File: src/rtl/core/ps2s1_pkg.sv
// ps2s1_pkg: shared types, keycode constants and lookup ROM contents for the
// PS/2 set-1 scan code decoder. No dependencies.

package ps2s1_pkg;

  // Raw byte codes seen on the wire
  localparam logic [7:0] SC_E0         = 8'hE0;
  localparam logic [7:0] SC_E1         = 8'hE1;
  localparam logic [7:0] SC_CTRL_BRK   = 8'h9D;
  localparam logic [7:0] SC_ALT_BRK    = 8'hB8;
  localparam logic [7:0] SC_RSHIFT_BRK = 8'hB6;
  localparam logic [7:0] SC_LSHIFT_BRK = 8'hAA;
  localparam logic [7:0] SC_PRTSC_A    = 8'h2A;
  localparam logic [7:0] SC_PRTSC_B    = 8'hB7;

  // Bytes swallowed after Print Screen and Pause lead-ins
  localparam logic [2:0] SKIP_PRTSC = 3'd2;
  localparam logic [2:0] SKIP_PAUSE = 3'd5;

  // Row/column keycodes of the modifier keys, plus the no-key code and the table limit
  localparam logic [7:0] KC_CAPS   = 8'h60;
  localparam logic [7:0] KC_LSHIFT = 8'h80;
  localparam logic [7:0] KC_RSHIFT = 8'h8B;
  localparam logic [7:0] KC_LCTRL  = 8'hA0;
  localparam logic [7:0] KC_RCTRL  = 8'hA4;
  localparam logic [7:0] KC_LALT   = 8'hA1;
  localparam logic [7:0] KC_RALT   = 8'hA3;
  localparam logic [7:0] KC_SCROLL = 8'h0E;
  localparam logic [7:0] KC_NUM    = 8'h31;
  localparam logic [7:0] KC_NONE   = 8'hFF;
  localparam logic [7:0] KC_LIMIT  = 8'd176;

  // Modifier bit positions
  localparam int unsigned MB_SHIFT  = 0;
  localparam int unsigned MB_ALT    = 1;
  localparam int unsigned MB_CTRL   = 2;
  localparam int unsigned MB_CAPS   = 3;
  localparam int unsigned MB_SCROLL = 4;
  localparam int unsigned MB_NUM    = 5;

  // Work handed from the byte front end to the modifier stage
  typedef enum logic [2:0] {
    CMD_NONE,
    CMD_KEY,
    CMD_CLR_SHIFT,
    CMD_CLR_ALT,
    CMD_CLR_CTRL
  } cmd_t;

  typedef struct packed {
    logic valid;
    cmd_t cmd;
  } s1_t;

  // Keymap ROM: address bit 7 selects the E0 page, bits 6..0 the make code
  function automatic logic [7:0] key_map(input logic [7:0] addr);
    logic [7:0] k;
    k = KC_NONE;
    case (addr)
      8'h01: k = 8'h00; 8'h02: k = 8'h21; 8'h03: k = 8'h22; 8'h04: k = 8'h23;
      8'h05: k = 8'h24; 8'h06: k = 8'h25; 8'h07: k = 8'h26; 8'h08: k = 8'h27;
      8'h09: k = 8'h28; 8'h0A: k = 8'h29; 8'h0B: k = 8'h2A; 8'h0C: k = 8'h2B;
      8'h0D: k = 8'h2C; 8'h0E: k = 8'h2D; 8'h0F: k = 8'h40; 8'h10: k = 8'h41;
      8'h11: k = 8'h42; 8'h12: k = 8'h43; 8'h13: k = 8'h44; 8'h14: k = 8'h45;
      8'h15: k = 8'h46; 8'h16: k = 8'h47; 8'h17: k = 8'h48; 8'h18: k = 8'h49;
      8'h19: k = 8'h4A; 8'h1A: k = 8'h4B; 8'h1B: k = 8'h4C; 8'h1C: k = 8'h6C;
      8'h1D: k = 8'hA0; 8'h1E: k = 8'h61; 8'h1F: k = 8'h62; 8'h20: k = 8'h63;
      8'h21: k = 8'h64; 8'h22: k = 8'h65; 8'h23: k = 8'h66; 8'h24: k = 8'h67;
      8'h25: k = 8'h68; 8'h26: k = 8'h69; 8'h27: k = 8'h6A; 8'h28: k = 8'h6B;
      8'h29: k = 8'h20; 8'h2A: k = 8'h80; 8'h2B: k = 8'h4D; 8'h2C: k = 8'h81;
      8'h2D: k = 8'h82; 8'h2E: k = 8'h83; 8'h2F: k = 8'h84; 8'h30: k = 8'h85;
      8'h31: k = 8'h86; 8'h32: k = 8'h87; 8'h33: k = 8'h88; 8'h34: k = 8'h89;
      8'h35: k = 8'h8A; 8'h36: k = 8'h8B; 8'h37: k = 8'h33; 8'h38: k = 8'hA1;
      8'h39: k = 8'hA2; 8'h3A: k = 8'h60; 8'h3B: k = 8'h01; 8'h3C: k = 8'h02;
      8'h3D: k = 8'h03; 8'h3E: k = 8'h04; 8'h3F: k = 8'h05; 8'h40: k = 8'h06;
      8'h41: k = 8'h07; 8'h42: k = 8'h08; 8'h43: k = 8'h09; 8'h44: k = 8'h0A;
      8'h45: k = 8'h31; 8'h46: k = 8'h0E; 8'h47: k = 8'h51; 8'h48: k = 8'h52;
      8'h49: k = 8'h53; 8'h4A: k = 8'h34; 8'h4B: k = 8'h6D; 8'h4C: k = 8'h6E;
      8'h4D: k = 8'h6F; 8'h4E: k = 8'h54; 8'h4F: k = 8'h8D; 8'h50: k = 8'h8E;
      8'h51: k = 8'h8F; 8'h52: k = 8'hA8; 8'h53: k = 8'hA9; 8'h57: k = 8'h0B;
      8'h58: k = 8'h0C;
      // E0 page
      8'h9C: k = 8'h90; 8'h9D: k = 8'hA4; 8'hB5: k = 8'h32; 8'hB8: k = 8'hA3;
      8'hC7: k = 8'h2F; 8'hC8: k = 8'h8C; 8'hC9: k = 8'h30; 8'hCB: k = 8'hA5;
      8'hCD: k = 8'hA7; 8'hCF: k = 8'h4F; 8'hD0: k = 8'hA6; 8'hD1: k = 8'h50;
      8'hD2: k = 8'h2E; 8'hD3: k = 8'h4E;
      default: k = KC_NONE;
    endcase
    return k;
  endfunction

  // ASCII ROM indexed by shift and keycode; 0 where the key prints nothing
  function automatic logic [6:0] ascii_map(input logic sh, input logic [7:0] key);
    logic [6:0] c;
    c = 7'h00;
    case (key)
      8'h20: c = sh ? 7'h7E : 7'h60;
      8'h21: c = sh ? 7'h21 : 7'h31;
      8'h22: c = sh ? 7'h40 : 7'h32;
      8'h23: c = sh ? 7'h23 : 7'h33;
      8'h24: c = sh ? 7'h24 : 7'h34;
      8'h25: c = sh ? 7'h25 : 7'h35;
      8'h26: c = sh ? 7'h5E : 7'h36;
      8'h27: c = sh ? 7'h26 : 7'h37;
      8'h28: c = sh ? 7'h2A : 7'h38;
      8'h29: c = sh ? 7'h28 : 7'h39;
      8'h2A: c = sh ? 7'h29 : 7'h30;
      8'h2B: c = sh ? 7'h5F : 7'h2D;
      8'h2C: c = sh ? 7'h2B : 7'h3D;
      8'h2D: c = 7'h08;
      8'h32: c = 7'h2F;
      8'h33: c = 7'h2A;
      8'h34: c = 7'h2D;
      8'h41: c = sh ? 7'h51 : 7'h71;
      8'h42: c = sh ? 7'h57 : 7'h77;
      8'h43: c = sh ? 7'h45 : 7'h65;
      8'h44: c = sh ? 7'h52 : 7'h72;
      8'h45: c = sh ? 7'h54 : 7'h74;
      8'h46: c = sh ? 7'h59 : 7'h79;
      8'h47: c = sh ? 7'h55 : 7'h75;
      8'h48: c = sh ? 7'h49 : 7'h69;
      8'h49: c = sh ? 7'h4F : 7'h6F;
      8'h4A: c = sh ? 7'h50 : 7'h70;
      8'h4B: c = sh ? 7'h7B : 7'h5B;
      8'h4C: c = sh ? 7'h7D : 7'h5D;
      8'h4D: c = sh ? 7'h7C : 7'h5C;
      8'h51: c = 7'h37;
      8'h52: c = 7'h38;
      8'h53: c = 7'h39;
      8'h54: c = 7'h2B;
      8'h61: c = sh ? 7'h41 : 7'h61;
      8'h62: c = sh ? 7'h53 : 7'h73;
      8'h63: c = sh ? 7'h44 : 7'h64;
      8'h64: c = sh ? 7'h46 : 7'h66;
      8'h65: c = sh ? 7'h47 : 7'h67;
      8'h66: c = sh ? 7'h48 : 7'h68;
      8'h67: c = sh ? 7'h4A : 7'h6A;
      8'h68: c = sh ? 7'h4B : 7'h6B;
      8'h69: c = sh ? 7'h4C : 7'h6C;
      8'h6A: c = sh ? 7'h3A : 7'h3B;
      8'h6B: c = sh ? 7'h22 : 7'h27;
      8'h6C: c = 7'h0A;
      8'h6D: c = 7'h34;
      8'h6E: c = 7'h35;
      8'h6F: c = 7'h36;
      8'h81: c = sh ? 7'h5A : 7'h7A;
      8'h82: c = sh ? 7'h58 : 7'h78;
      8'h83: c = sh ? 7'h43 : 7'h63;
      8'h84: c = sh ? 7'h56 : 7'h76;
      8'h85: c = sh ? 7'h42 : 7'h62;
      8'h86: c = sh ? 7'h4E : 7'h6E;
      8'h87: c = sh ? 7'h4D : 7'h6D;
      8'h88: c = sh ? 7'h3C : 7'h2C;
      8'h89: c = sh ? 7'h3E : 7'h2E;
      8'h8A: c = sh ? 7'h3F : 7'h2F;
      8'h8D: c = 7'h31;
      8'h8E: c = 7'h32;
      8'h8F: c = 7'h33;
      8'hA2: c = 7'h20;
      8'hA8: c = 7'h30;
      8'hA9: c = 7'h2E;
      default: c = 7'h00;
    endcase
    return c;
  endfunction

endpackage

File: src/rtl/core/ps2s1_front.sv
// ps2s1_front: byte front end. Tracks the E0 prefix and swallow count,
// reads the keymap ROM (registered) and hands a command to the next stage.
// Depends on ps2s1_pkg.

module ps2s1_front (
  input  logic             clk,
  input  logic             rst,
  input  logic             in_valid,
  output logic             in_stall,
  input  logic [7:0]       scan_byte,
  output ps2s1_pkg::s1_t   s1,
  output logic [7:0]       s1_key,
  input  logic             s1_ready
);

  logic                  phase_e0;
  logic [2:0]            skip;
  logic                  phase_e0_next;
  logic [2:0]            skip_next;
  ps2s1_pkg::cmd_t       cmd_next;
  logic [7:0]            rom_addr;
  logic                  accept;
  logic                  load;

  assign load     = !s1.valid || s1_ready;
  assign in_stall = !load;
  assign accept   = in_valid && load;
  assign rom_addr = {phase_e0, scan_byte[6:0]};

  // Per-byte decode of prefixes, swallowed sequences and break codes
  always_comb begin
    phase_e0_next = 1'b0;
    skip_next     = skip;
    cmd_next      = ps2s1_pkg::CMD_NONE;
    if (skip != 3'd0) begin
      skip_next     = skip - 3'd1;
      phase_e0_next = phase_e0;
    end else if (phase_e0) begin
      if (scan_byte == ps2s1_pkg::SC_PRTSC_A || scan_byte == ps2s1_pkg::SC_PRTSC_B) begin
        skip_next = ps2s1_pkg::SKIP_PRTSC;
      end else if (scan_byte == ps2s1_pkg::SC_CTRL_BRK) begin
        cmd_next = ps2s1_pkg::CMD_CLR_CTRL;
      end else if (scan_byte == ps2s1_pkg::SC_ALT_BRK) begin
        cmd_next = ps2s1_pkg::CMD_CLR_ALT;
      end else if (!scan_byte[7]) begin
        cmd_next = ps2s1_pkg::CMD_KEY;
      end
    end else begin
      if (scan_byte == ps2s1_pkg::SC_E0) begin
        phase_e0_next = 1'b1;
      end else if (scan_byte == ps2s1_pkg::SC_E1) begin
        skip_next = ps2s1_pkg::SKIP_PAUSE;
      end else if (scan_byte == ps2s1_pkg::SC_CTRL_BRK) begin
        cmd_next = ps2s1_pkg::CMD_CLR_CTRL;
      end else if (scan_byte == ps2s1_pkg::SC_ALT_BRK) begin
        cmd_next = ps2s1_pkg::CMD_CLR_ALT;
      end else if (scan_byte == ps2s1_pkg::SC_RSHIFT_BRK ||
                   scan_byte == ps2s1_pkg::SC_LSHIFT_BRK) begin
        cmd_next = ps2s1_pkg::CMD_CLR_SHIFT;
      end else if (!scan_byte[7]) begin
        cmd_next = ps2s1_pkg::CMD_KEY;
      end
    end
  end

  // Prefix state and stage-1 control
  always_ff @(posedge clk) begin
    if (rst) begin
      phase_e0 <= 1'b0;
      skip     <= 3'd0;
      s1.valid <= 1'b0;
      s1.cmd   <= ps2s1_pkg::CMD_NONE;
    end else begin
      if (accept) begin
        phase_e0 <= phase_e0_next;
        skip     <= skip_next;
      end
      if (load) begin
        s1.valid <= accept && (cmd_next != ps2s1_pkg::CMD_NONE);
        s1.cmd   <= cmd_next;
      end
    end
  end

  // Keymap ROM, synchronous read
  always_ff @(posedge clk) begin
    if (accept) begin
      s1_key <= ps2s1_pkg::key_map(rom_addr);
    end
  end

endmodule

File: src/rtl/core/ps2s1_mod.sv
// ps2s1_mod: modifier register update, ASCII ROM read and output register.
// Depends on ps2s1_pkg.

module ps2s1_mod (
  input  logic             clk,
  input  logic             rst,
  input  ps2s1_pkg::s1_t   s1,
  input  logic [7:0]       s1_key,
  output logic             s1_ready,
  output logic             out_valid,
  input  logic             out_stall,
  output logic [7:0]       key_code,
  output logic [5:0]       modifier_flags,
  output logic [6:0]       ascii_char
);

  logic [5:0] mods;
  logic [5:0] mods_next;
  logic       emit;
  logic       take;

  assign s1_ready = !out_valid || !out_stall;
  assign take     = s1.valid && s1_ready;

  // Modifier update; non-modifier keys inside the table produce a beat
  always_comb begin
    mods_next = mods;
    emit      = 1'b0;
    unique case (s1.cmd)
      ps2s1_pkg::CMD_CLR_SHIFT: mods_next[ps2s1_pkg::MB_SHIFT] = 1'b0;
      ps2s1_pkg::CMD_CLR_ALT:   mods_next[ps2s1_pkg::MB_ALT]   = 1'b0;
      ps2s1_pkg::CMD_CLR_CTRL:  mods_next[ps2s1_pkg::MB_CTRL]  = 1'b0;
      ps2s1_pkg::CMD_KEY: begin
        unique case (s1_key) inside
          ps2s1_pkg::KC_CAPS:
            mods_next[ps2s1_pkg::MB_CAPS] = !mods[ps2s1_pkg::MB_CAPS];
          ps2s1_pkg::KC_LSHIFT, ps2s1_pkg::KC_RSHIFT:
            mods_next[ps2s1_pkg::MB_SHIFT] = 1'b1;
          ps2s1_pkg::KC_LCTRL, ps2s1_pkg::KC_RCTRL:
            mods_next[ps2s1_pkg::MB_CTRL] = 1'b1;
          ps2s1_pkg::KC_LALT, ps2s1_pkg::KC_RALT:
            mods_next[ps2s1_pkg::MB_ALT] = 1'b1;
          ps2s1_pkg::KC_SCROLL:
            mods_next[ps2s1_pkg::MB_SCROLL] = !mods[ps2s1_pkg::MB_SCROLL];
          ps2s1_pkg::KC_NUM:
            mods_next[ps2s1_pkg::MB_NUM] = !mods[ps2s1_pkg::MB_NUM];
          default: emit = (s1_key < ps2s1_pkg::KC_LIMIT);
        endcase
      end
      default: ;
    endcase
  end

  // Control: modifier bits and output valid
  always_ff @(posedge clk) begin
    if (rst) begin
      mods      <= 6'd0;
      out_valid <= 1'b0;
    end else begin
      if (take) begin
        mods <= mods_next;
      end
      if (s1_ready) begin
        out_valid <= s1.valid && emit;
      end
    end
  end

  // Output payload; ASCII ROM read registered here
  always_ff @(posedge clk) begin
    if (take && emit) begin
      key_code       <= s1_key;
      modifier_flags <= mods;
      ascii_char     <= ps2s1_pkg::ascii_map(mods[ps2s1_pkg::MB_SHIFT], s1_key);
    end
  end

endmodule

File: src/rtl/core/ps2_set1_scancode_decoder.sv
// ps2_set1_scancode_decoder: top level of the PS/2 set-1 scan code decoder.
// Depends on ps2s1_pkg, ps2s1_front and ps2s1_mod.

// Takes one set-1 scan code byte per beat and, for each make code of a
// non-modifier key, gives one beat carrying the row/column keycode, the six
// modifier bits and an ASCII character (0 when the key prints nothing).
// Break codes, modifier keys, unmapped codes and the whole Print Screen and
// Pause sequences give no beat. A new byte is taken every cycle unless
// in_stall is high; a result is registered first after the keymap ROM read,
// then after the modifier update and ASCII ROM read. While a result is
// held by out_stall, bytes that carry no work for the middle stage are still
// taken; in_stall rises once a byte with work sits in the middle stage, and
// drops again in the cycle the held result is taken.

module ps2_set1_scancode_decoder (
  input  logic       clk,
  input  logic       rst,
  input  logic       in_valid,
  output logic       in_stall,
  input  logic [7:0] scan_byte,
  output logic       out_valid,
  input  logic       out_stall,
  output logic [7:0] key_code,
  output logic [5:0] modifier_flags,
  output logic [6:0] ascii_char
);

  ps2s1_pkg::s1_t s1;
  logic [7:0]     s1_key;
  logic           s1_ready;

  ps2s1_front u_front (
    .clk       (clk),
    .rst       (rst),
    .in_valid  (in_valid),
    .in_stall  (in_stall),
    .scan_byte (scan_byte),
    .s1        (s1),
    .s1_key    (s1_key),
    .s1_ready  (s1_ready)
  );

  ps2s1_mod u_mod (
    .clk            (clk),
    .rst            (rst),
    .s1             (s1),
    .s1_key         (s1_key),
    .s1_ready       (s1_ready),
    .out_valid      (out_valid),
    .out_stall      (out_stall),
    .key_code       (key_code),
    .modifier_flags (modifier_flags),
    .ascii_char     (ascii_char)
  );

endmodule

File: config.mk
export PLATFORM = sky130hd
export DESIGN_NAME = ps2_set1_scancode_decoder
export DESIGN_NICKNAME = d
export VERILOG_FILES = /design/src/rtl/core/ps2s1_pkg.sv /design/src/rtl/core/ps2s1_front.sv /design/src/rtl/core/ps2s1_mod.sv /design/src/rtl/core/ps2_set1_scancode_decoder.sv
export SDC_FILE = /design/constraint.sdc
export NUM_CORES = 1
export LEC_CHECK = 0
export ABC_AREA = 1
export BUFFER_PORTS_ARGS = -buffer_cell sky130_fd_sc_hd__buf_2
export CAP_MARGIN = 20
export CELL_PAD_IN_SITES_DETAIL_PLACEMENT = 0
export CELL_PAD_IN_SITES_GLOBAL_PLACEMENT = 2
export CORE_MARGIN = 4
export CORE_UTILIZATION = 35
export DETAILED_ROUTE_END_ITERATION = 6
export PLACE_DENSITY = 0.95
export SLEW_MARGIN = 20
export SYNTH_ARGS = -nofsm -noshare
export SYNTH_HDL_FRONTEND = slang
export SYNTH_SLANG_ARGS = --single-unit
File: constraint.sdc
create_clock -name clk -period 3.3 [get_ports clk]
set_input_delay 0.495 -clock clk [delete_from_list [all_inputs] [get_ports clk]]
set_output_delay 0.495 -clock clk [all_outputs]
set_load 0.02 [all_outputs]
* Yosys cells after proc, flatten, opt, wreduce, memory -nomap -nowiden *
Memories as Yosys holds them, arrays and structs flattened. A register that Yosys moved wholly into a read port is not among the register bits.
Index checks and enable logic that the tools add are counted.
W data, S select, Z words.

storage, ports and cells
  bits in read-only memories = 2,048
  flip-flop bits (word level) = 36
  word-level logic and storage cells = 217
  memories = 1

cells by class
  $lt $le $gt $ge = 1
  equal/unequal tests = 91
  multiplexer cells = 74
  reductions and logical operators = 34
  bitwise operators = 1
  $add $sub $neg = 1

memories
  memory            depth  width  rd ports  clocked after memory_dff  write ports  line             RTL
  (name not given)  256    8      1         1                         0            ps2s1_pkg.sv:59  case (addr)

operator list
  cell                  count
  $pmux W7 S65          1
  $eq A8 B7 Y1 const B  33
  $eq A8 B8 Y1 const B  29
  $mux W6               29
  $eq A8 B6 Y1 const B  19
  $mux W5               13
  $mux W3               16
  $mux W7               3
  $reduce_and A3 Y1     6
  $mux W1               9
  $reduce_bool A3 Y1    3
  $reduce_or A9 Y1      1
  $eq A8 B4 Y1 const B  1
  $lt A8 B8 Y1 const B  1
  $logic_not A1 Y1      7
  $eq A3 B2 Y1 const B  2
  $ne A2 B2 Y1 const B  3
  $pmux W1 S2           3
  $reduce_bool A2 Y1    3
  $reduce_or A2 Y1      3
  $logic_and A1 B1 Y1   5
  $logic_or A1 B1 Y1    4
  $reduce_and A4 Y1     1
  $eq A3 B1 Y1 const B  1
  6 further kinds       6

* Logic depth before layout (Yosys ltp) *
  depth after elaboration = 11
  mapped depth = 13
  mapped depth without buffers = 13

* Cells and area by module *
A second synthesis with hierarchy kept.

unflattened totals
  cells, all modules = 724
  area, all modules = 4,454.3 µm²

modules (own cells, without submodules)
  module       sequential area each (µm²)  cells each  area each (µm²)  times used
  ps2s1_mod    770.7                       366         2,240.9          1
  ps2s1_front  400.4                       358         2,213.4          1

* Least setup slack after synthesis *
No wires, ideal clock.

  path kind = input to register
  start point = in scan_byte[0]
  end point = reg u_front.s1_key[4] (data pin)
  stages = 12
  slack = 1,262 ps
  setup time = 249 ps
  arrival = 1,789 ps
  buffers on the path = 1
  cell sequence = clkbuf_1 inv_1 ha_1 nand2_1 nor2_1 nor2_1 o21ai_0 o21ai_0 nand2_1 nand3_1 nand2_1 inv_1

RTL lines
  item             line                             RTL
  start, declared  ps2_set1_scancode_decoder.sv:20  input logic [7:0] scan_byte,
  end, declared    ps2s1_front.sv:12                output logic [7:0] s1_key,

* Worst setup path after layout *
  start point = reg u_front.s1_key[1]
  end point = reg u_mod.modifier_flags[3] (enable)

between the ends
  cells in the longest elaborated chain, start to end = 5
  elaborated cells between the ends (all ways) = 14

ends and longest elaborated chain
  item                                                                  line             RTL
  parallel branches: the longest is 2 deep, another holds $lt A8 B8 Y1  n/a
  $mux W1 *                                                             ps2s1_mod.sv:34  unique case (s1_key) inside
  $mux W1 *                                                             ps2s1_mod.sv:29  unique case (s1.cmd)
  $logic_and A1 B1 Y1 *                                                 ps2s1_mod.sv:71  if (take && emit) begin
  end signal, assigned                                                  ps2s1_mod.sv:73  modifier_flags <= mods;
  end, declared                                                         ps2s1_mod.sv:13  output logic [5:0] modifier_flags,

Every way passes the cells marked *.
A chain may end at the register's enable or synchronous reset.

==> metrics.cfg <==
[run_status]
outcome = complete, no violations

[job]
maxCapViolCount = 0

[synth]
ys_seq_area_frac = 0.271
yosys.area.top_type = edfxtp_1
syn_avg_cell_area_sq_um = 5.90
ys_seq_elements = 44
ys_async_sr_fraction = 0
synthTopCellsByArea = edfxtp_1, nand2_1, nor2_1
synth_top_area_frac = 0.201
ys.flop_type = edfxtp_1
synth_area_sq_mm = 0.00433
synthDistinctLibCells = 35
syn_inst = 734
yosysWarnings = 0
synth-edff-count = 29
syn_nets = 766

[global_route]
antenna_found_initial = 0
top_usage_layer = met2
grt_pass1_wl_um = 24800
grt_pass1_vias = 4944
grtUsageTotal = 0.214
grt_remaining_overflow = 0
grt_use_met1 = 0.258
grt_max_degree = 26
use_met3 = 0.0313
met2_usage = 0.356

[setup_path]
crit_family = simple AND/OR/NAND/NOR gates
cp_num_buf_inv = 2
cp_cell_sequence = inv_2, nand2_1, nor2_1, nand2_1, nand2_1, nor2_1, nand3b_1, inv_1
cpMostUsedCell = nand2_1
crit_type = register to register
max_stage_delay_ps = 510
cp.required_ps = 3210
crit_path_start_kind = register
cpMaxStageDelayCell = edfxtp_1
cp-end-kind = register
cp_max_fo = 21
arrival_ps = 2240

[timing]
fin_crit_sh = 0.706
fmax_mhz = 429
rsz0062_at_grt = no
worstMarginPinSlew_ps = 773
period_needed_ps = 2330
drv_slew = 0
skew_ps = 5.11
finalSetupViolCount = 0
hold_violations = 0
timing.setup.tns_ps = 0
slew_headroom = 0.484

[floorplanning]
start_util = 0.359
dieHeight_um = 119
die-area_sq_mm = 0.0142
rows = 40
core_sq_mm = 0.0121
ios = 35
die-width_um = 119

[clocking]
worst_skew_pair.late_latency_ps = 280
cts_hold_buffers = 0
htree_num_levels = 2
post-cts-setup-buffers = 0
post_cts_resized = 0
cts_tree = built
clock_path_buffers = 2
cts.clk_slew.worst_paths_ps = 60
cts_root_buffer = clkbuf_16
cts_sinks = 44
numCtsBuffers = 5

[power_and_ir_drop]
powerDensity_mw_per_mm2 = 332
peakVddDrop_mv = 0.195
total_leakage_power_uw = 0.00235
power_uw = 1600

[cells_and_area]
drive_above_1_share = 0.0708
area_growth_pct = 11.4
n_fill_cell = 1293
fin_area_sq_mm = 0.00482
final_nets = 794
final_core_utilization = 0.400
diodes = 0

[routing]
drc = 0
vias = 5192
drt_iter0_markers = 577
via_per_inst = 5.58
detail-route-antenna-nets = 0
wirelength_um = 15600
firstDrtPassIters = 6
drt-wirelength-per-cell_um = 16.7

[placed_design]
placed_cell_area_sq_mm = 0.00466
hpwl_um = 12200
gp_congestion = 1.04
port-buffer-count = 34

[min_path]
min_path_type = register to register

## cell families (layout without fill, tap and decap cells)
family | count (synthesis) | count (layout) | share of synthesized area
adders and majority gates | 20 | 20 | 0.0578
xor gates and xnor gates | 3 | 3 | 0.00607
DFF | 44 | 44 | 0.271
AOI/OAI and AO/OA | 105 | 105 | 0.136
buffers and inverters | 92 | 121 | 0.0832
and+or+nand+nor | 470 | 470 | 0.447
## power by group
| part | internal, uW | switching [uW] | leakage [uW] | total (uW) |
|---|---|---|---|---|
| Combinational | 116 | 299 | 0.00189 | 415 |
| Clock | 356 | 193 | 0.0000808 | 548 |
| Sequential | 615 | 23.6 | 0.000381 | 639 |
## layout by cell type, fill, tap and decap left out, types with 15 or more instances in the layout
cell / instances
nor3_1: 15
nand3_1: 62
buf_2: 34
nor2_1: 133
nand2_1: 232
dfxtp_1: 15
inv_1: 72
ha_1: 20
edfxtp_1: 29
o21ai_0: 52
nand4_1: 18
a21oi_1: 29
## Yosys cell counts (2+ instances only)
master	count
nand2_1	232
nor2_1	133
inv_1	72
nand3_1	62
o21ai_0	52
a21oi_1	29
edfxtp_1	29
ha_1	20
nand4_1	18
dfxtp_1	15
nor3_1	15
clkbuf_1	9
o211ai_1	7
buf_2	6
or2_2	4
a22oi_1	3
xnor2_1	3
a211oi_1	2
a31oi_1	2
buf_4	2
inv_2	2
nand3b_1	2
o2111ai_1	2
o221ai_1	2
## per-stage QoR
stage	instances	setup slack, ps	hold WS (ps)
2_1_floorplan	734	1260	406
3_5_place_dp	923	752	430
3_3_place_gp	923	830	426
6_report	931	969	448
4_1_cts	931	969	442
5_1_grt	931	730	450
## worst register-to-register path: cells and delay by family, from the launching register on
kind / cells / cell delay [ps]
buffers and inverters: 2 / 500
flip-flops: 1 / 510
AND/OR/NAND/NOR: 6 / 950
## path summary, 6_finish.rpt
| check | startpoint | end | depth (start not counted) | slack (ps) |
|---|---|---|---|---|
| worst max-delay path | u_front.s1_key[1] | u_mod.modifier_flags[3] | 8 | 970 |
| worst max register to register | u_front.s1_key[1] | u_mod.modifier_flags[3] | 8 | 970 |
| worst min register to register | u_mod.mods[2] | u_mod.modifier_flags[2] | 0 | 450 |
| worst min-delay path | u_mod.mods[2] | u_mod.modifier_flags[2] | 0 | 450 |
## state kept, by name (all words and copies together), names as in the netlist
register              flops
u_front.s1_key            8
u_mod.key_code            8
u_mod.ascii_char          7
u_mod.modifier_flags      6
u_mod.mods                6
u_front.s1                4
u_front.skip              3
u_front.phase_e0          1
u_mod.out_valid           1
## area by class of cell
type	instances	area [sq um]	area share
timing repair buffer	38	200	0.0415
clock buffer	6	129	0.0267
sequential	44	1170	0.243
multi-input combinational	598	2800	0.580
inverter	75	282	0.0584
clock inverter	2	35.0	0.00726
tap	168	210	0.0436
## metal layers
| layer | wire (um) | share of wire |
|---|---|---|
| met1 | 6180 | 0.40 |
| met2 | 7080 | 0.45 |
| met3 | 1240 | 0.079 |
| met4 | 1100 | 0.070 |
| met5 | 0 | 0 |
No activity file was read; power rests on OpenSTA's default activity.
